==> config.mk <==
export PLATFORM = sky130hd
export DESIGN_NAME = nrzi_interval_dpll_hdlc_receiver_core
export DESIGN_NICKNAME = d
export VERILOG_FILES = /design/src/sv/nidh_pkg.sv /design/src/sv/nidh_ctrl.sv /design/src/sv/nidh_dpath.sv /design/src/sv/nrzi_interval_dpll_hdlc_receiver_core.sv
export SDC_FILE = /design/constraint.sdc
export NUM_CORES = 1
export LEC_CHECK = 0
export BUFFER_PORTS_ARGS = -buffer_cell sky130_fd_sc_hd__clkbuf_2
export CAP_MARGIN = 20
export CORE_MARGIN = 2
export CORE_UTILIZATION = 45
export CTS_CLUSTER_DIAMETER = 150
export DETAILED_ROUTE_END_ITERATION = 7
export GPL_ROUTABILITY_DRIVEN = 1
export SLEW_MARGIN = 0
export SYNTH_ARGS = -nofsm -noshare
export SYNTH_HDL_FRONTEND = slang
export SYNTH_SLANG_ARGS = --single-unit
==> constraint.sdc <==
create_clock -name clk -period 7.3 [get_ports clk]
set_clock_uncertainty 0.1 [all_clocks]
set_input_delay 1.46 -clock clk [delete_from_list [all_inputs] [get_ports clk]]
set_output_delay 1.46 -clock clk [all_outputs]
set_load 0.03 [all_outputs]
==> src/sv/nidh_pkg.sv <==
// shared types and constants of the nrzi interval dpll hdlc receiver
`timescale 1ns / 1ps
`default_nettype none
package nidh_pkg;

  localparam int TIME_W     = 16;
  localparam int IVL_W      = TIME_W + 4;
  localparam int PROD_W     = 2 * TIME_W;
  localparam int NXT_W      = TIME_W + 2;
  localparam int BYTE_W     = 8;
  localparam int CFG_IDX_W  = 3;
  localparam int CFG_DATA_W = 16;
  localparam int BITCNT_W   = 4;
  localparam int DIV_CNT_W  = $clog2(TIME_W);
  localparam int RES_DEPTH  = 3;
  localparam int RES_PTR_W  = 2;

  // floor(x / 5) as (x * ERR_RECIP) >> ERR_SHIFT, exact for x below 2**18
  localparam logic [TIME_W-1:0] ERR_RECIP = TIME_W'(52429);
  localparam int                ERR_SHIFT = 18;

  localparam logic [BYTE_W-1:0]   FLAG_BYTE  = 8'h7E;
  localparam logic [BYTE_W-1:0]   ABORT_BYTE = 8'h7F;
  localparam logic [BYTE_W-1:0]   DATA_MSB   = 8'h80;
  localparam logic [5:0]          STUFF_PAT  = 6'h3E;
  localparam logic [BITCNT_W-1:0] BYTE_BITS  = 4'd8;

  localparam logic [CFG_IDX_W-1:0] CFG_NOMINAL = 3'd0;
  localparam logic [CFG_IDX_W-1:0] CFG_MIN     = 3'd1;
  localparam logic [CFG_IDX_W-1:0] CFG_MAX     = 3'd2;
  localparam logic [CFG_IDX_W-1:0] CFG_FLAGS   = 3'd3;
  localparam logic [CFG_IDX_W-1:0] CFG_ESCAPE  = 3'd4;

  localparam logic [TIME_W-1:0] RST_NOMINAL = 16'd833;
  localparam logic [TIME_W-1:0] RST_MIN     = 16'd800;
  localparam logic [TIME_W-1:0] RST_MAX     = 16'd866;
  localparam logic [BYTE_W-1:0] RST_FLAGS   = 8'd2;
  localparam logic [BYTE_W-1:0] RST_ESCAPE  = 8'd27;

  typedef enum logic [2:0] {
    ST_IDLE,
    ST_ERR,
    ST_CHECK,
    ST_BITS,
    ST_DIV,
    ST_UPDATE,
    ST_DRAIN
  } state_t;

  typedef struct packed {
    logic load;
    logic clamp;
    logic bit_step;
    logic div_step;
    logic bt_update;
    logic pop;
  } cmd_t;

  typedef struct packed {
    logic glitch;
    logic more_ones;
    logic div_last;
    logic res_any;
    logic res_last;
  } status_t;

endpackage
`default_nettype wire

==> src/sv/nidh_ctrl.sv <==
// controller state machine of the nrzi interval dpll hdlc receiver
`timescale 1ns / 1ps
`default_nettype none
module nidh_ctrl (
  input  logic              clk,
  input  logic              rst_n,
  input  logic              in_valid,
  output logic              in_stall,
  output logic              out_valid,
  input  logic              out_stall,
  output nidh_pkg::cmd_t    cmd,
  input  nidh_pkg::status_t sts
);

  nidh_pkg::state_t state_r;
  nidh_pkg::state_t state_nxt;

  always_ff @(posedge clk) begin
    if (!rst_n) begin
      state_r <= nidh_pkg::ST_IDLE;
    end else begin
      state_r <= state_nxt;
    end
  end

  always_comb begin
    state_nxt = state_r;
    case (state_r)
      nidh_pkg::ST_IDLE: begin
        if (in_valid) state_nxt = nidh_pkg::ST_ERR;
      end
      nidh_pkg::ST_ERR: begin
        state_nxt = nidh_pkg::ST_CHECK;
      end
      nidh_pkg::ST_CHECK: begin
        state_nxt = sts.glitch ? nidh_pkg::ST_IDLE : nidh_pkg::ST_BITS;
      end
      nidh_pkg::ST_BITS: begin
        if (!sts.more_ones) state_nxt = nidh_pkg::ST_DIV;
      end
      nidh_pkg::ST_DIV: begin
        if (sts.div_last) state_nxt = nidh_pkg::ST_UPDATE;
      end
      nidh_pkg::ST_UPDATE: begin
        state_nxt = sts.res_any ? nidh_pkg::ST_DRAIN : nidh_pkg::ST_IDLE;
      end
      nidh_pkg::ST_DRAIN: begin
        if (!out_stall && sts.res_last) state_nxt = nidh_pkg::ST_IDLE;
      end
      default: begin
        state_nxt = nidh_pkg::ST_IDLE;
      end
    endcase
  end

  always_comb begin
    in_stall      = (state_r != nidh_pkg::ST_IDLE);
    out_valid     = (state_r == nidh_pkg::ST_DRAIN);
    cmd.load      = (state_r == nidh_pkg::ST_IDLE) && in_valid;
    cmd.clamp     = (state_r == nidh_pkg::ST_CHECK) && !sts.glitch;
    cmd.bit_step  = (state_r == nidh_pkg::ST_BITS);
    cmd.div_step  = (state_r == nidh_pkg::ST_DIV);
    cmd.bt_update = (state_r == nidh_pkg::ST_UPDATE);
    cmd.pop       = (state_r == nidh_pkg::ST_DRAIN) && !out_stall;
  end

  a_no_overlap: assert property (@(posedge clk) disable iff (!rst_n)
    out_valid |-> in_stall)
    else $error("result offered while input side open");

  a_accept_starts: assert property (@(posedge clk) disable iff (!rst_n)
    (in_valid && !in_stall) |=> (state_r == nidh_pkg::ST_ERR))
    else $error("accepted item did not start processing");

  a_div_holds: assert property (@(posedge clk) disable iff (!rst_n)
    (state_r == nidh_pkg::ST_DIV && !sts.div_last) |=> (state_r == nidh_pkg::ST_DIV))
    else $error("divider left early");

  a_drain_has_data: assert property (@(posedge clk) disable iff (!rst_n)
    (state_r == nidh_pkg::ST_DRAIN) |-> sts.res_any)
    else $error("drain with empty result buffer");

endmodule
`default_nettype wire

==> src/sv/nidh_dpath.sv <==
// datapath: bit timing, hdlc deframer, residue divider and result buffer
`timescale 1ns / 1ps
`default_nettype none
module nidh_dpath (
  input  logic                                clk,
  input  logic                                rst_n,
  input  logic                                cfg_we,
  input  logic [nidh_pkg::CFG_IDX_W-1:0]      cfg_index,
  input  logic [nidh_pkg::CFG_DATA_W-1:0]     cfg_data,
  input  logic [nidh_pkg::TIME_W-1:0]         in_interval_ticks,
  input  nidh_pkg::cmd_t                      cmd,
  output nidh_pkg::status_t                   sts,
  output logic [nidh_pkg::BYTE_W-1:0]         out_byte,
  output logic                                out_carrier_detect,
  output logic                                out_last_of_item
);

  // configuration and tracker
  logic [nidh_pkg::TIME_W-1:0] bt_r;
  logic [nidh_pkg::TIME_W-1:0] min_r;
  logic [nidh_pkg::TIME_W-1:0] max_r;
  logic [nidh_pkg::BYTE_W-1:0] cfc_r;
  logic [nidh_pkg::BYTE_W-1:0] esc_r;
  logic [nidh_pkg::TIME_W-1:0] err_r;

  // interval walk
  logic [nidh_pkg::IVL_W-1:0]    ivl_r;
  logic [nidh_pkg::BITCNT_W-1:0] nbits_r;

  // deframer state
  logic [nidh_pkg::BYTE_W-1:0]   hist_r;
  logic                          in_frame_r;
  logic                          carrier_r;
  logic [nidh_pkg::BYTE_W-1:0]   flags_r;
  logic [nidh_pkg::BYTE_W-1:0]   partial_r;
  logic [nidh_pkg::BITCNT_W-1:0] bib_r;

  // divider
  logic [nidh_pkg::TIME_W-1:0]    q_r;
  logic [nidh_pkg::BITCNT_W-1:0]  rem_r;
  logic [nidh_pkg::BITCNT_W-1:0]  dvs_r;
  logic [nidh_pkg::DIV_CNT_W-1:0] dcnt_r;
  logic                           neg_r;

  // result buffer
  logic [nidh_pkg::BYTE_W-1:0]    res_byte_r [nidh_pkg::RES_DEPTH];
  logic                           res_cd_r   [nidh_pkg::RES_DEPTH];
  logic [nidh_pkg::RES_PTR_W-1:0] res_cnt_r;
  logic [nidh_pkg::RES_PTR_W-1:0] rd_ptr_r;

  // timing arithmetic
  logic [nidh_pkg::PROD_W-1:0] err_prod;
  logic [nidh_pkg::TIME_W-1:0] err_nxt;
  logic [nidh_pkg::TIME_W:0]   thr;
  logic [nidh_pkg::TIME_W-1:0] low_lim;
  logic [nidh_pkg::IVL_W-1:0]  thr_ext;
  logic [nidh_pkg::IVL_W-1:0]  long_lim;
  logic [nidh_pkg::IVL_W-1:0]  bt_ext;
  logic [nidh_pkg::IVL_W-1:0]  bt_x10;
  logic                        more_ones;
  logic [nidh_pkg::IVL_W-1:0]  pos_diff;
  logic [nidh_pkg::TIME_W-1:0] mag;
  logic                        mag_neg;

  assign err_prod = nidh_pkg::PROD_W'(bt_r) * nidh_pkg::PROD_W'(nidh_pkg::ERR_RECIP);
  assign err_nxt  = nidh_pkg::TIME_W'(err_prod >> nidh_pkg::ERR_SHIFT);
  assign thr      = {1'b0, bt_r} + {1'b0, err_r};
  assign low_lim  = bt_r - err_r;
  assign thr_ext  = nidh_pkg::IVL_W'(thr);
  assign long_lim = (thr_ext << 3) - thr_ext;
  assign bt_ext   = nidh_pkg::IVL_W'(bt_r);
  assign bt_x10   = (bt_ext << 3) + (bt_ext << 1);
  assign more_ones = (ivl_r > thr_ext);
  assign pos_diff = ivl_r - bt_ext;
  assign mag_neg  = (ivl_r < bt_ext);
  assign mag      = mag_neg ? (bt_r - ivl_r[nidh_pkg::TIME_W-1:0])
                            : pos_diff[nidh_pkg::TIME_W-1:0];

  // divider step
  logic [nidh_pkg::BITCNT_W:0]   div_t;
  logic [nidh_pkg::BITCNT_W:0]   div_sub;
  logic                          div_ge;

  assign div_t   = {rem_r, q_r[nidh_pkg::TIME_W-1]};
  assign div_sub = div_t - {1'b0, dvs_r};
  assign div_ge  = (div_t >= {1'b0, dvs_r});

  // tracker update
  logic signed [nidh_pkg::NXT_W-1:0] bt_s;
  logic signed [nidh_pkg::NXT_W-1:0] adj_s;
  logic signed [nidh_pkg::NXT_W-1:0] next_s;
  logic signed [nidh_pkg::NXT_W-1:0] max_s;
  logic signed [nidh_pkg::NXT_W-1:0] min_s;
  logic [nidh_pkg::TIME_W-1:0]       bt_new;
  logic                              bt_apply;

  assign bt_s   = $signed({2'b00, bt_r});
  assign adj_s  = $signed(nidh_pkg::NXT_W'(q_r[nidh_pkg::TIME_W-1:4]));
  assign next_s = neg_r ? (bt_s - adj_s) : (bt_s + adj_s);
  assign max_s  = $signed({2'b00, max_r});
  assign min_s  = $signed({2'b00, min_r});
  assign bt_apply = (q_r != '0) && !(neg_r && (q_r > err_r));

  always_comb begin
    if (next_s > max_s) begin
      bt_new = max_r;
    end else if (next_s < min_s) begin
      bt_new = min_r;
    end else begin
      bt_new = next_s[nidh_pkg::TIME_W-1:0];
    end
  end

  // deframer
  logic [nidh_pkg::BYTE_W-1:0]   hist_nxt;
  logic                          in_frame_nxt;
  logic                          carrier_nxt;
  logic [nidh_pkg::BYTE_W-1:0]   flags_nxt;
  logic [nidh_pkg::BYTE_W-1:0]   partial_nxt;
  logic [nidh_pkg::BITCNT_W-1:0] bib_nxt;
  logic [nidh_pkg::BYTE_W-1:0]   pb;
  logic [nidh_pkg::BITCNT_W-1:0] bib_inc;
  logic                          e0v;
  logic                          e1v;
  logic [nidh_pkg::BYTE_W-1:0]   e0b;
  logic [nidh_pkg::BYTE_W-1:0]   e1b;
  logic                          e0c;

  always_comb begin
    hist_nxt     = {hist_r[nidh_pkg::BYTE_W-2:0], more_ones};
    in_frame_nxt = in_frame_r;
    carrier_nxt  = carrier_r;
    flags_nxt    = flags_r;
    partial_nxt  = partial_r;
    bib_nxt      = bib_r;
    pb           = partial_r | (hist_nxt[0] ? nidh_pkg::DATA_MSB : '0);
    bib_inc      = bib_r + 1'b1;
    e0v          = 1'b0;
    e1v          = 1'b0;
    e0b          = pb;
    e1b          = pb;
    e0c          = carrier_r;
    if (hist_nxt == nidh_pkg::FLAG_BYTE) begin
      in_frame_nxt = 1'b1;
      if (flags_r < cfc_r) begin
        carrier_nxt = 1'b0;
        flags_nxt   = flags_r + 1'b1;
      end else begin
        carrier_nxt = 1'b1;
      end
      e0v         = 1'b1;
      e0b         = nidh_pkg::FLAG_BYTE;
      e0c         = carrier_nxt;
      partial_nxt = '0;
      bib_nxt     = '0;
    end else if (hist_nxt[6:0] == nidh_pkg::ABORT_BYTE[6:0]) begin
      in_frame_nxt = 1'b0;
      carrier_nxt  = 1'b0;
      flags_nxt    = '0;
    end else if (!in_frame_r) begin
      carrier_nxt = 1'b0;
      flags_nxt   = '0;
    end else if (hist_nxt[5:0] == nidh_pkg::STUFF_PAT) begin
      partial_nxt = partial_r;
    end else if (bib_inc >= nidh_pkg::BYTE_BITS) begin
      if (pb == nidh_pkg::FLAG_BYTE || pb == nidh_pkg::ABORT_BYTE || pb == esc_r) begin
        e0v = 1'b1;
        e0b = esc_r;
        e1v = 1'b1;
      end else begin
        e0v = 1'b1;
      end
      partial_nxt = '0;
      bib_nxt     = '0;
    end else begin
      partial_nxt = pb >> 1;
      bib_nxt     = bib_inc;
    end
  end

  // result buffer fill
  logic [nidh_pkg::RES_PTR_W:0] wr1;
  logic [nidh_pkg::RES_PTR_W:0] cnt_sum;
  logic [nidh_pkg::RES_PTR_W-1:0] res_cnt_nxt;

  assign wr1     = {1'b0, res_cnt_r} + 1'b1;
  assign cnt_sum = {1'b0, res_cnt_r} + {2'b00, e0v} + {2'b00, e1v};
  assign res_cnt_nxt = (cnt_sum > nidh_pkg::RES_DEPTH)
                       ? nidh_pkg::RES_PTR_W'(nidh_pkg::RES_DEPTH)
                       : cnt_sum[nidh_pkg::RES_PTR_W-1:0];

  always_ff @(posedge clk) begin
    for (int i = 0; i < nidh_pkg::RES_DEPTH; i++) begin
      if (cmd.bit_step) begin
        if (e0v && res_cnt_r == nidh_pkg::RES_PTR_W'(i)) begin
          res_byte_r[i] <= e0b;
          res_cd_r[i]   <= e0c;
        end else if (e1v && wr1 == (nidh_pkg::RES_PTR_W + 1)'(i)) begin
          res_byte_r[i] <= e1b;
          res_cd_r[i]   <= carrier_r;
        end
      end
    end
  end

  // control state
  always_ff @(posedge clk) begin
    if (!rst_n) begin
      bt_r       <= nidh_pkg::RST_NOMINAL;
      min_r      <= nidh_pkg::RST_MIN;
      max_r      <= nidh_pkg::RST_MAX;
      cfc_r      <= nidh_pkg::RST_FLAGS;
      esc_r      <= nidh_pkg::RST_ESCAPE;
      hist_r     <= '0;
      in_frame_r <= 1'b0;
      carrier_r  <= 1'b0;
      flags_r    <= '0;
      partial_r  <= '0;
      bib_r      <= '0;
      res_cnt_r  <= '0;
      rd_ptr_r   <= '0;
      dcnt_r     <= '0;
    end else begin
      if (cfg_we) begin
        case (cfg_index)
          nidh_pkg::CFG_NOMINAL: bt_r  <= cfg_data;
          nidh_pkg::CFG_MIN:     min_r <= cfg_data;
          nidh_pkg::CFG_MAX:     max_r <= cfg_data;
          nidh_pkg::CFG_FLAGS:   cfc_r <= cfg_data[nidh_pkg::BYTE_W-1:0];
          nidh_pkg::CFG_ESCAPE:  esc_r <= cfg_data[nidh_pkg::BYTE_W-1:0];
          default: begin
          end
        endcase
      end else if (cmd.bt_update && bt_apply) begin
        bt_r <= bt_new;
      end
      if (cmd.load) begin
        res_cnt_r <= '0;
        rd_ptr_r  <= '0;
      end
      if (cmd.bit_step) begin
        hist_r     <= hist_nxt;
        in_frame_r <= in_frame_nxt;
        carrier_r  <= carrier_nxt;
        flags_r    <= flags_nxt;
        partial_r  <= partial_nxt;
        bib_r      <= bib_nxt;
        res_cnt_r  <= res_cnt_nxt;
        if (!more_ones) dcnt_r <= '0;
      end
      if (cmd.div_step) dcnt_r <= dcnt_r + 1'b1;
      if (cmd.pop) rd_ptr_r <= rd_ptr_r + 1'b1;
    end
  end

  // payload registers
  always_ff @(posedge clk) begin
    err_r <= err_nxt;
    if (cmd.load) begin
      ivl_r   <= nidh_pkg::IVL_W'(in_interval_ticks);
      nbits_r <= '0;
    end else if (cmd.clamp) begin
      if (ivl_r > long_lim) ivl_r <= bt_x10;
    end else if (cmd.bit_step) begin
      if (more_ones) begin
        ivl_r   <= ivl_r - bt_ext;
        nbits_r <= nbits_r + 1'b1;
      end else begin
        q_r   <= mag;
        rem_r <= '0;
        dvs_r <= nbits_r + 1'b1;
        neg_r <= mag_neg;
      end
    end
    if (cmd.div_step) begin
      q_r   <= {q_r[nidh_pkg::TIME_W-2:0], div_ge};
      rem_r <= div_ge ? div_sub[nidh_pkg::BITCNT_W-1:0] : div_t[nidh_pkg::BITCNT_W-1:0];
    end
  end

  assign sts.glitch    = (ivl_r < nidh_pkg::IVL_W'(low_lim));
  assign sts.more_ones = more_ones;
  assign sts.div_last  = (dcnt_r == nidh_pkg::DIV_CNT_W'(nidh_pkg::TIME_W - 1));
  assign sts.res_any   = (res_cnt_r != '0);
  assign sts.res_last  = (rd_ptr_r == res_cnt_r - 1'b1);

  assign out_byte           = res_byte_r[rd_ptr_r];
  assign out_carrier_detect = res_cd_r[rd_ptr_r];
  assign out_last_of_item   = sts.res_last;

endmodule
`default_nettype wire

==> src/sv/nrzi_interval_dpll_hdlc_receiver_core.sv <==
// top level of the nrzi interval dpll hdlc receiver
// Each transfer on the in_ channel is the tick count between two line transitions.
// Short glitches are dropped in the check state with no output. Otherwise the interval
// is walked one NRZI bit per cycle (1 to 10 bits) through the HDLC deframer, the
// timing residue is divided by the bit count in a bit-serial divider, the bit-time
// tracker is trimmed unless the quotient is zero or, for a short interval, above err_r,
// and then 0 to 3 bytes are handed out, the last one marked with out_last_of_item.
// in_stall stays high from acceptance until the item ends as a glitch, with no bytes,
// or with its last byte transferred. Configuration writes are always ready and take
// effect at once; writing the nominal bit time also reloads the tracker.
`timescale 1ns / 1ps
`default_nettype none
module nrzi_interval_dpll_hdlc_receiver_core (
  input  logic                                clk,
  input  logic                                rst_n,
  input  logic                                in_valid,
  output logic                                in_stall,
  input  logic [nidh_pkg::TIME_W-1:0]         in_interval_ticks,
  output logic                                out_valid,
  input  logic                                out_stall,
  output logic [nidh_pkg::BYTE_W-1:0]         out_byte,
  output logic                                out_carrier_detect,
  output logic                                out_last_of_item,
  input  logic                                cfg_valid,
  output logic                                cfg_ready,
  input  logic [nidh_pkg::CFG_IDX_W-1:0]      cfg_index,
  input  logic [nidh_pkg::CFG_DATA_W-1:0]     cfg_data
);

  nidh_pkg::cmd_t    cmd;
  nidh_pkg::status_t sts;

  assign cfg_ready = 1'b1;

  nidh_ctrl u_ctrl (
    .clk       (clk),
    .rst_n     (rst_n),
    .in_valid  (in_valid),
    .in_stall  (in_stall),
    .out_valid (out_valid),
    .out_stall (out_stall),
    .cmd       (cmd),
    .sts       (sts)
  );

  nidh_dpath u_dpath (
    .clk                (clk),
    .rst_n              (rst_n),
    .cfg_we             (cfg_valid && cfg_ready),
    .cfg_index          (cfg_index),
    .cfg_data           (cfg_data),
    .in_interval_ticks  (in_interval_ticks),
    .cmd                (cmd),
    .sts                (sts),
    .out_byte           (out_byte),
    .out_carrier_detect (out_carrier_detect),
    .out_last_of_item   (out_last_of_item)
  );

endmodule
`default_nettype wire
* Word level (Yosys, flattened, before mapping)
Memories as Yosys holds them, arrays and structs flattened. A register that Yosys moved wholly into a read port is not among the register bits.
Cells that the tools add are included.
** Storage, ports and cells
- Flip-flop bits (word level) :: 167
- RAM bits :: 27
- Input bits :: 40
- Output and inout port bits :: 13
- Memories kept :: 2
** Memory list
- u_dpath.res_byte_r :: words 3, width 8, read ports 1, clocked after Yosys merged registers in 1, wr ports 2, line nidh_dpath.sv:46 : logic [nidh_pkg::BYTE_W-1:0] res_byte_r [nidh_pkg::RES_DEPTH];
- u_dpath.res_cd_r :: words 3, width 1, read ports 1, clocked after Yosys merged registers in 1, wr ports 2, line nidh_dpath.sv:47 : logic res_cd_r [nidh_pkg::RES_DEPTH];
** Cells by class
- Add/sub/neg operators :: 18
- $mul :: 1
- Order comparisons :: 11
- Eq/ne operators :: 36
- Muxes and demuxes :: 111
- Bitwise logic cells :: 10
- Reduce and logical (&&, ||, !) cells :: 53
** Operators with widths (number)
- $mux W16 :: 12
- $mux W8 :: 19
- $mux W20 :: 4
- $mux W4 :: 12
- $mux W1 :: 45
- $lt A20 B16 Y1 :: 2
- $mul A16 B16 Y32 const B :: 1
- $eq A8 B7 Y1 const B :: 3
- $mux W2 :: 11
- $pmux W3 S7 :: 1
- $add A19 B17 Y20 :: 1
- $gt A20 B17 Y1 :: 1
- $gt A20 B20 Y1 :: 1
- $sub A20 B16 Y20 :: 1
- $sub A20 B17 Y20 :: 1
- $gt A18 B17 Y1 :: 1
- $lt A18 B17 Y1 :: 1
- $mux W18 :: 1
- $reduce_bool A2 Y1 :: 9
- $add A16 B12 Y17 :: 1
- $add A16 B14 Y17 :: 1
- $sub A16 B12 Y17 :: 1
- $gt A16 B14 Y1 :: 1
- $reduce_and A2 Y1 :: 8
- other kinds (44) :: 101

* Logic depth before layout (Yosys ltp)
- Word-level depth :: 21
- Depth in mapped cells :: 35

* Hierarchy
A second synthesis with hierarchy kept.
** Unflattened totals
- Cell total of the unflattened synthesis :: 2534
- Area total of the unflattened synthesis :: 21612.0 µm²
** By module, submodules not included
- nidh_dpath :: instances 1, cells an instance 2495, area each 21325.5 µm², seq. area each 4524.3 µm²
- nidh_ctrl :: instances 1, cells an instance 37, area each 275.3 µm², seq. area each 60.1 µm²
- nrzi_interval_dpll_hdlc_receiver_core :: instances 1, cells an instance 2, area each 11.3 µm², seq. area each 0.0 µm²

* Worst setup path before layout
No wires, ideal clock.
- Path kind :: register -> register
- From :: register u_dpath.bt_r[1] (netlist name)
- To :: register u_dpath.ivl_r[0] (netlist name) (enable)
- Setup time :: 364 ps
- Data arrival time :: 6408 ps
- Path slack :: 429 ps
- Cell stages (with the launch flop) :: 28
- Buffers on the path :: 0
- Clock period less this slack :: 6871 ps
- Path through :: dfxtp_1 inv_1 fa_1 nor3_1 nor3_1 o31ai_1 xnor2_1 ha_1 a21oi_1 inv_1 a211o_1 a31oi_1 o31ai_1 a41o_1 maj3_1 o21a_1 maj3_1 a21o_1 a21oi_1 xor2_1 ha_1 o21ai_0 a21oi_1 a211oi_1 o31ai_1 and3_1 a21oi_1 nand2_1
** Between the ends
- Longest elaborated chain between the ends :: 6
- Elaborated cells on any way between the ends :: 12
** Ends and longest elaborated chain
- start, declared :: line nidh_dpath.sv:19 : logic [nidh_pkg::TIME_W-1:0] bt_r;
- start signal, assigned :: line nidh_dpath.sv:209 : bt_r <= nidh_pkg::RST_NOMINAL;
- start signal, assigned :: line nidh_dpath.sv:226 : nidh_pkg::CFG_NOMINAL: bt_r <= cfg_data;
- start signal, assigned :: line nidh_dpath.sv:235 : bt_r <= bt_new;
- parallel branches: the longest is 5 deep, another holds $sub A20 B17 Y20
- $reduce_and A3 Y1 (no source line) *
- end signal, assigned :: line nidh_dpath.sv:260 : ivl_r <= nidh_pkg::IVL_W'(in_interval_ticks);
- end signal, assigned :: line nidh_dpath.sv:263 : if (ivl_r > long_lim) ivl_r <= bt_x10;
- end signal, assigned :: line nidh_dpath.sv:266 : ivl_r <= ivl_r - bt_ext;
- end, declared :: line nidh_dpath.sv:27 : logic [nidh_pkg::IVL_W-1:0] ivl_r;
Every way passes the cells marked *.
A chain may end at the register's enable or synchronous reset.

* Worst setup path in the final report
- From :: register u_dpath.bt_r[1] (netlist name)
- To :: register u_dpath.ivl_r[8] (netlist name) (enable)
Same word-level chain as after synthesis.

==> results.md <==
Status:
- The flow ran to the end, and the final reports show no timing, DRC or antenna violations.

Worst setup path:
- STA classifies the critical path startpoint as a flip-flop.
- For the worst setup path, the data required time is 7.44 ns.
- Across all register-to-register paths, the minimum setup slack is 0.41 ns.
- The worst endpoint data arrival time is 7.03 ns.
- The critical register-to-register path endpoint is u_dpath.ivl_r[8]$_DFFE_PP_.
- STA classifies the critical path endpoint as a flip-flop.
- The startpoint-to-endpoint class of the critical path is flip-flop to flip-flop.
- Together, buffers and inverters on the worst path number 2.
- On the worst path, the slowest cell contributes a delay of 0.48 ns.
- The biggest fanout along the worst timing path is 16.
- The launching point of the worst reg2reg path is u_dpath.bt_r[1]$_SDFFE_PN0P_.
- The slowest library cell on the worst path is dfxtp_1.
- Counting cells, the worst reg-to-reg path comes to 27.
- The cell family contributing the most delay on the critical path is compound AO/OA/AOI/OAI gates.

Synthesis:
- A synthesized cell averages 8.45 sq um.
- The biggest area contributor in the post-synthesis netlist is ha_1.
- The net count after synthesis is 3057.
- The commonest cells after synthesis are ha_1 (354), inv_1 (306), a21oi_1 (222), nand2_1 (210), nor2_1 (155).
- The leading register cell type out of synthesis is dfxtp_1.
- In the synthesized netlist the async set-or-reset flop fraction comes to 0%.
- The synthesized netlist cell count is 2573.
- The count of yosys warnings during synthesis is 0.
- The most frequent cell after synthesis is ha_1.
- By area the synthesized netlist is led by ha_1 (20%), dfxtp_1 (12%), edfxtp_1 (9.4%), fa_1 (8.3%), inv_1 (5.3%).
- After synthesis the netlist holds a flip-flop and latch count of 195.
- After synthesis, the largest area contributor takes up 20.4% of total cell area.
- In this run, synthesis inferred 68 flip-flops with an integrated enable.
- The post-synth design cell area is 21700 sq um.
- The portion of the post-synthesis area used by sequential elements is 21.1%.
- The netlist uses 98 different library cells.

Global route:
- Entering global routing, the biggest net connects 43 pins.
- The global routing usage summed across all routing layers is 26.3%.
- The global-route wire length before repair is 102000 um.
- The initial antenna violation count is 3.
- The via count of the first global-routing pass is 18000.
- The overflow left after global routing is 0.

Timing:
- The total count of max-transition violations in the final report is 0.
- The minimum clock period is 6.89 ns.
- Static timing analysis puts the maximum clock frequency at 145 MHz.
- In the final timing run, aggregate negative setup slack is 0 ns.
- The count of final hold-check violations came to 0.
- For the pin with the worst max-slew slack, the measured transition is 1.04 ns.
- Setup repair after global routing left no endpoint under its margin.
- After layout, the worst path uses 94.3% of the clock period.
- The slack of the critical path is 0.415 ns.
- Setup violations remaining at the end of the flow were counted as 0.
- The smallest hold slack is 0.357 ns.
- Measured against its own limit, the worst slew margin works out to 30.8%.

Routing:
- The number of design rule violations left after detail routing is 0.
- The average wire length per cell after detail routing is 20.3 um.
- The starting DRC count in detailed routing is 1673.
- Summed over all layers, the routed wires come to 65300 um.
- The total vias in the final route is 18800.
- The via density per instance is 5.85.
- Once detail routing completed, the nets flagged for antenna violations numbered 0.
- The number of optimization iterations in the first detailed-route pass is 5.

Cells and area:
- The final net count is 3069.
- The area taken by flip-flops and latches is 4580 sq um.
- The post-layout utilization of the core is 49.0%.
- In the final layout, the multi-input gates occupy 15600 sq um.
- Compared with the post-synthesis result, the final layout area differs by 7.57%.
- Cells with a size suffix above 1 make up 7.66% of the layout.
- After filler insertion, the fill cell instance count of the layout stands at 4639.
- The final design instance area without fill is 23400 sq um.
- The number of non-filler instances in the completed layout is 3214.

Floorplan:
- For this configuration, the core starts out at a cell density of 45.5%.
- The region available for standard cell placement spans 47700 sq um.
- The die is 224 um tall.
- The initialized floorplan defines 80 standard-cell rows.
- 53 I/O pins were placed.
- Measured along the x axis, the die boundary spans 224 um.
- The total die area is 50100 sq um.

Power:
- VDD sags by at most 246 uV.
- The total power draw is 7.82 mW.
- The reported leakage power is 10.4 nW.
- The power per cell area is 335 nW/um^2.

Hold path:
- In this run the most critical hold path is launched from u_dpath.max_r[14]$_SDFFE_PN0P_.
- The cell depth of the worst min-delay path is 2.
- For hold timing, the worst endpoint is u_dpath.max_r[14]$_SDFFE_PN0P_.
- The path category of the worst min-delay check is flip-flop to flip-flop.

Place:
- The placed instance count is 3180.
- The worst slack after detailed placement is 0.0551 ns.
- At the end of routability-driven placement, the weighted congestion stood at 0.965.
- In this run the cell area measured after placement is 22700 sq um.
- Detailed placement ended at an HPWL of 52500 um.
- During placement, the flow inserted port buffers numbering 51.

Clock tree:
- The hold-fix buffer count after cts is 0.
- After clock tree synthesis, the clock-pin slew on the worst setup and hold paths is 0.07 ns.
- The latest clock arrival within the worst-skew pair is 0.49 ns.
- The clock sink total is 195.
- The TritonCTS buffer count is 17.
- TritonCTS built the clock tree.
- The H-tree level count is 4.
- Counting along the longest clock path gives a buffer depth of 2.
- The buffer type at the clock tree root is clkbuf_16.

Job:
- The total of max-cap violations is 0.
==> where the power goes <==
part           switching, mW  total, mW  leakage [nW]  internal (mW)
registers              0.203       1.55          1.66           1.35
clock network          0.495      0.966         0.287          0.471
logic                   3.14       5.31          8.46           2.17
total                   3.83       7.82          10.4           3.99
==> logic make-up after synthesis <==
kind of cell / count (synthesis) / share of synthesized area, %
compound gates: 696 / 21.1
simple gates: 656 / 14.5
fa+ha+maj: 447 / 28.8
buf+inv: 414 / 7.36
flops: 195 / 21.1
xor+xnor: 130 / 5.51
mux: 34 / 1.61
other cells: 1 / 0.0173
==> worst reg2reg max path, stage by stage (launching register included) <==
cell,delay [ns]
dfxtp_1,0.48
inv_2,0.15
fa_1,0.45
nor3_1,0.31
nor3_1,0.15
xnor2_1,0.32
ha_1,0.34
a21o_1,0.19
a41o_1,0.23
a211o_1,0.31
a31oi_1,0.18
o31ai_1,0.11
a41o_1,0.30
maj3_1,0.36
o21a_1,0.21
maj3_1,0.37
a21o_1,0.22
a21oi_1,0.20
xor2_1,0.18
ha_1,0.26
o21ai_0,0.16
a21oi_1,0.07
a211oi_1,0.22
o31ai_1,0.11
and3_4,0.21
a21oi_4,0.17
nand2_1,0.09
buf_6,0.18
==> timing repair <==
| action | 4_1_cts | 5_1_grt |
|---|---|---|
| endpoints found under the setup margin | 0 | 20 |
| resized for setup | 0 | 12 |
| setup buffers | 0 | 1 |
==> how the worst max path moves through the flow <==
stage | to | depth (start not counted) | slack, ns | startpoint
after floorplan | u_dpath.ivl_r[0]$_DFFE_PP_ | 27 | 0.43 | u_dpath.bt_r[1]$_SDFFE_PN0P_
after global placement | u_dpath.ivl_r[1]$_DFFE_PP_ | 34 | 0.19 | u_dpath.err_r[1]$_DFF_P_
after detailed placement | u_dpath.ivl_r[1]$_DFFE_PP_ | 34 | 0.06 | u_dpath.err_r[1]$_DFF_P_
after CTS | u_dpath.ivl_r[7]$_DFFE_PP_ | 34 | 0.02 | u_dpath.err_r[1]$_DFF_P_
after global routing | u_dpath.ivl_r[3]$_DFFE_PP_ | 34 | 0.02 | u_dpath.err_r[2]$_DFF_P_
final | u_dpath.ivl_r[8]$_DFFE_PP_ | 27 | 0.41 | u_dpath.bt_r[1]$_SDFFE_PN0P_
==> state kept, by name, indices dropped and copies added, names as in the netlist, 7 cells and up, named ones only <==
signal              cells
u_dpath.min_r          16
u_dpath.max_r          16
u_dpath.q_r            16
u_dpath.bt_r           16
u_dpath.hist_r          7
u_dpath.err_r          14
u_dpath.ivl_r          20
u_dpath.res_byte_r     24
u_dpath.flags_r         8
u_dpath.esc_r           8
u_dpath.partial_r       7
u_dpath.cfc_r           8
==> routing by layer <==
| metal | vias up | wire [um] | track usage [%] |
|---|---|---|---|
| li1 | 9143 | - | - |
| met1 | 9066 | 29800 | 36.3 |
| met2 | 517 | 29700 | 42.2 |
| met3 | 80 | 3890 | 4.03 |
| met4 | 0 | 1900 | 8.97 |
| met5 | - | 0 | 0 |
==> cells in the final DEF (no fill, tap or decap), types with 55 or more instances in the layout <==
master    instances
o21ai_0         128
inv_1           304
xnor2_1          90
nand2_1         210
a21oi_1         218
ha_1            353
edfxtp_1         68
fa_1             90
nor3_1           55
nor2_1          152
dfxtp_1         127
==> layout make-up <==
type	instances	share of cell area [%]
Tap cell	615	3.29
Sequential cell	195	19.6
Clock buffer	18	1.93
Multi-Input combinational cell	1964	66.9
Antenna cell	1	0.0107
Timing Repair Buffer	100	2.68
Inverter	307	4.93
Clock inverter	14	0.621
(Power assumes the default switching activity.)
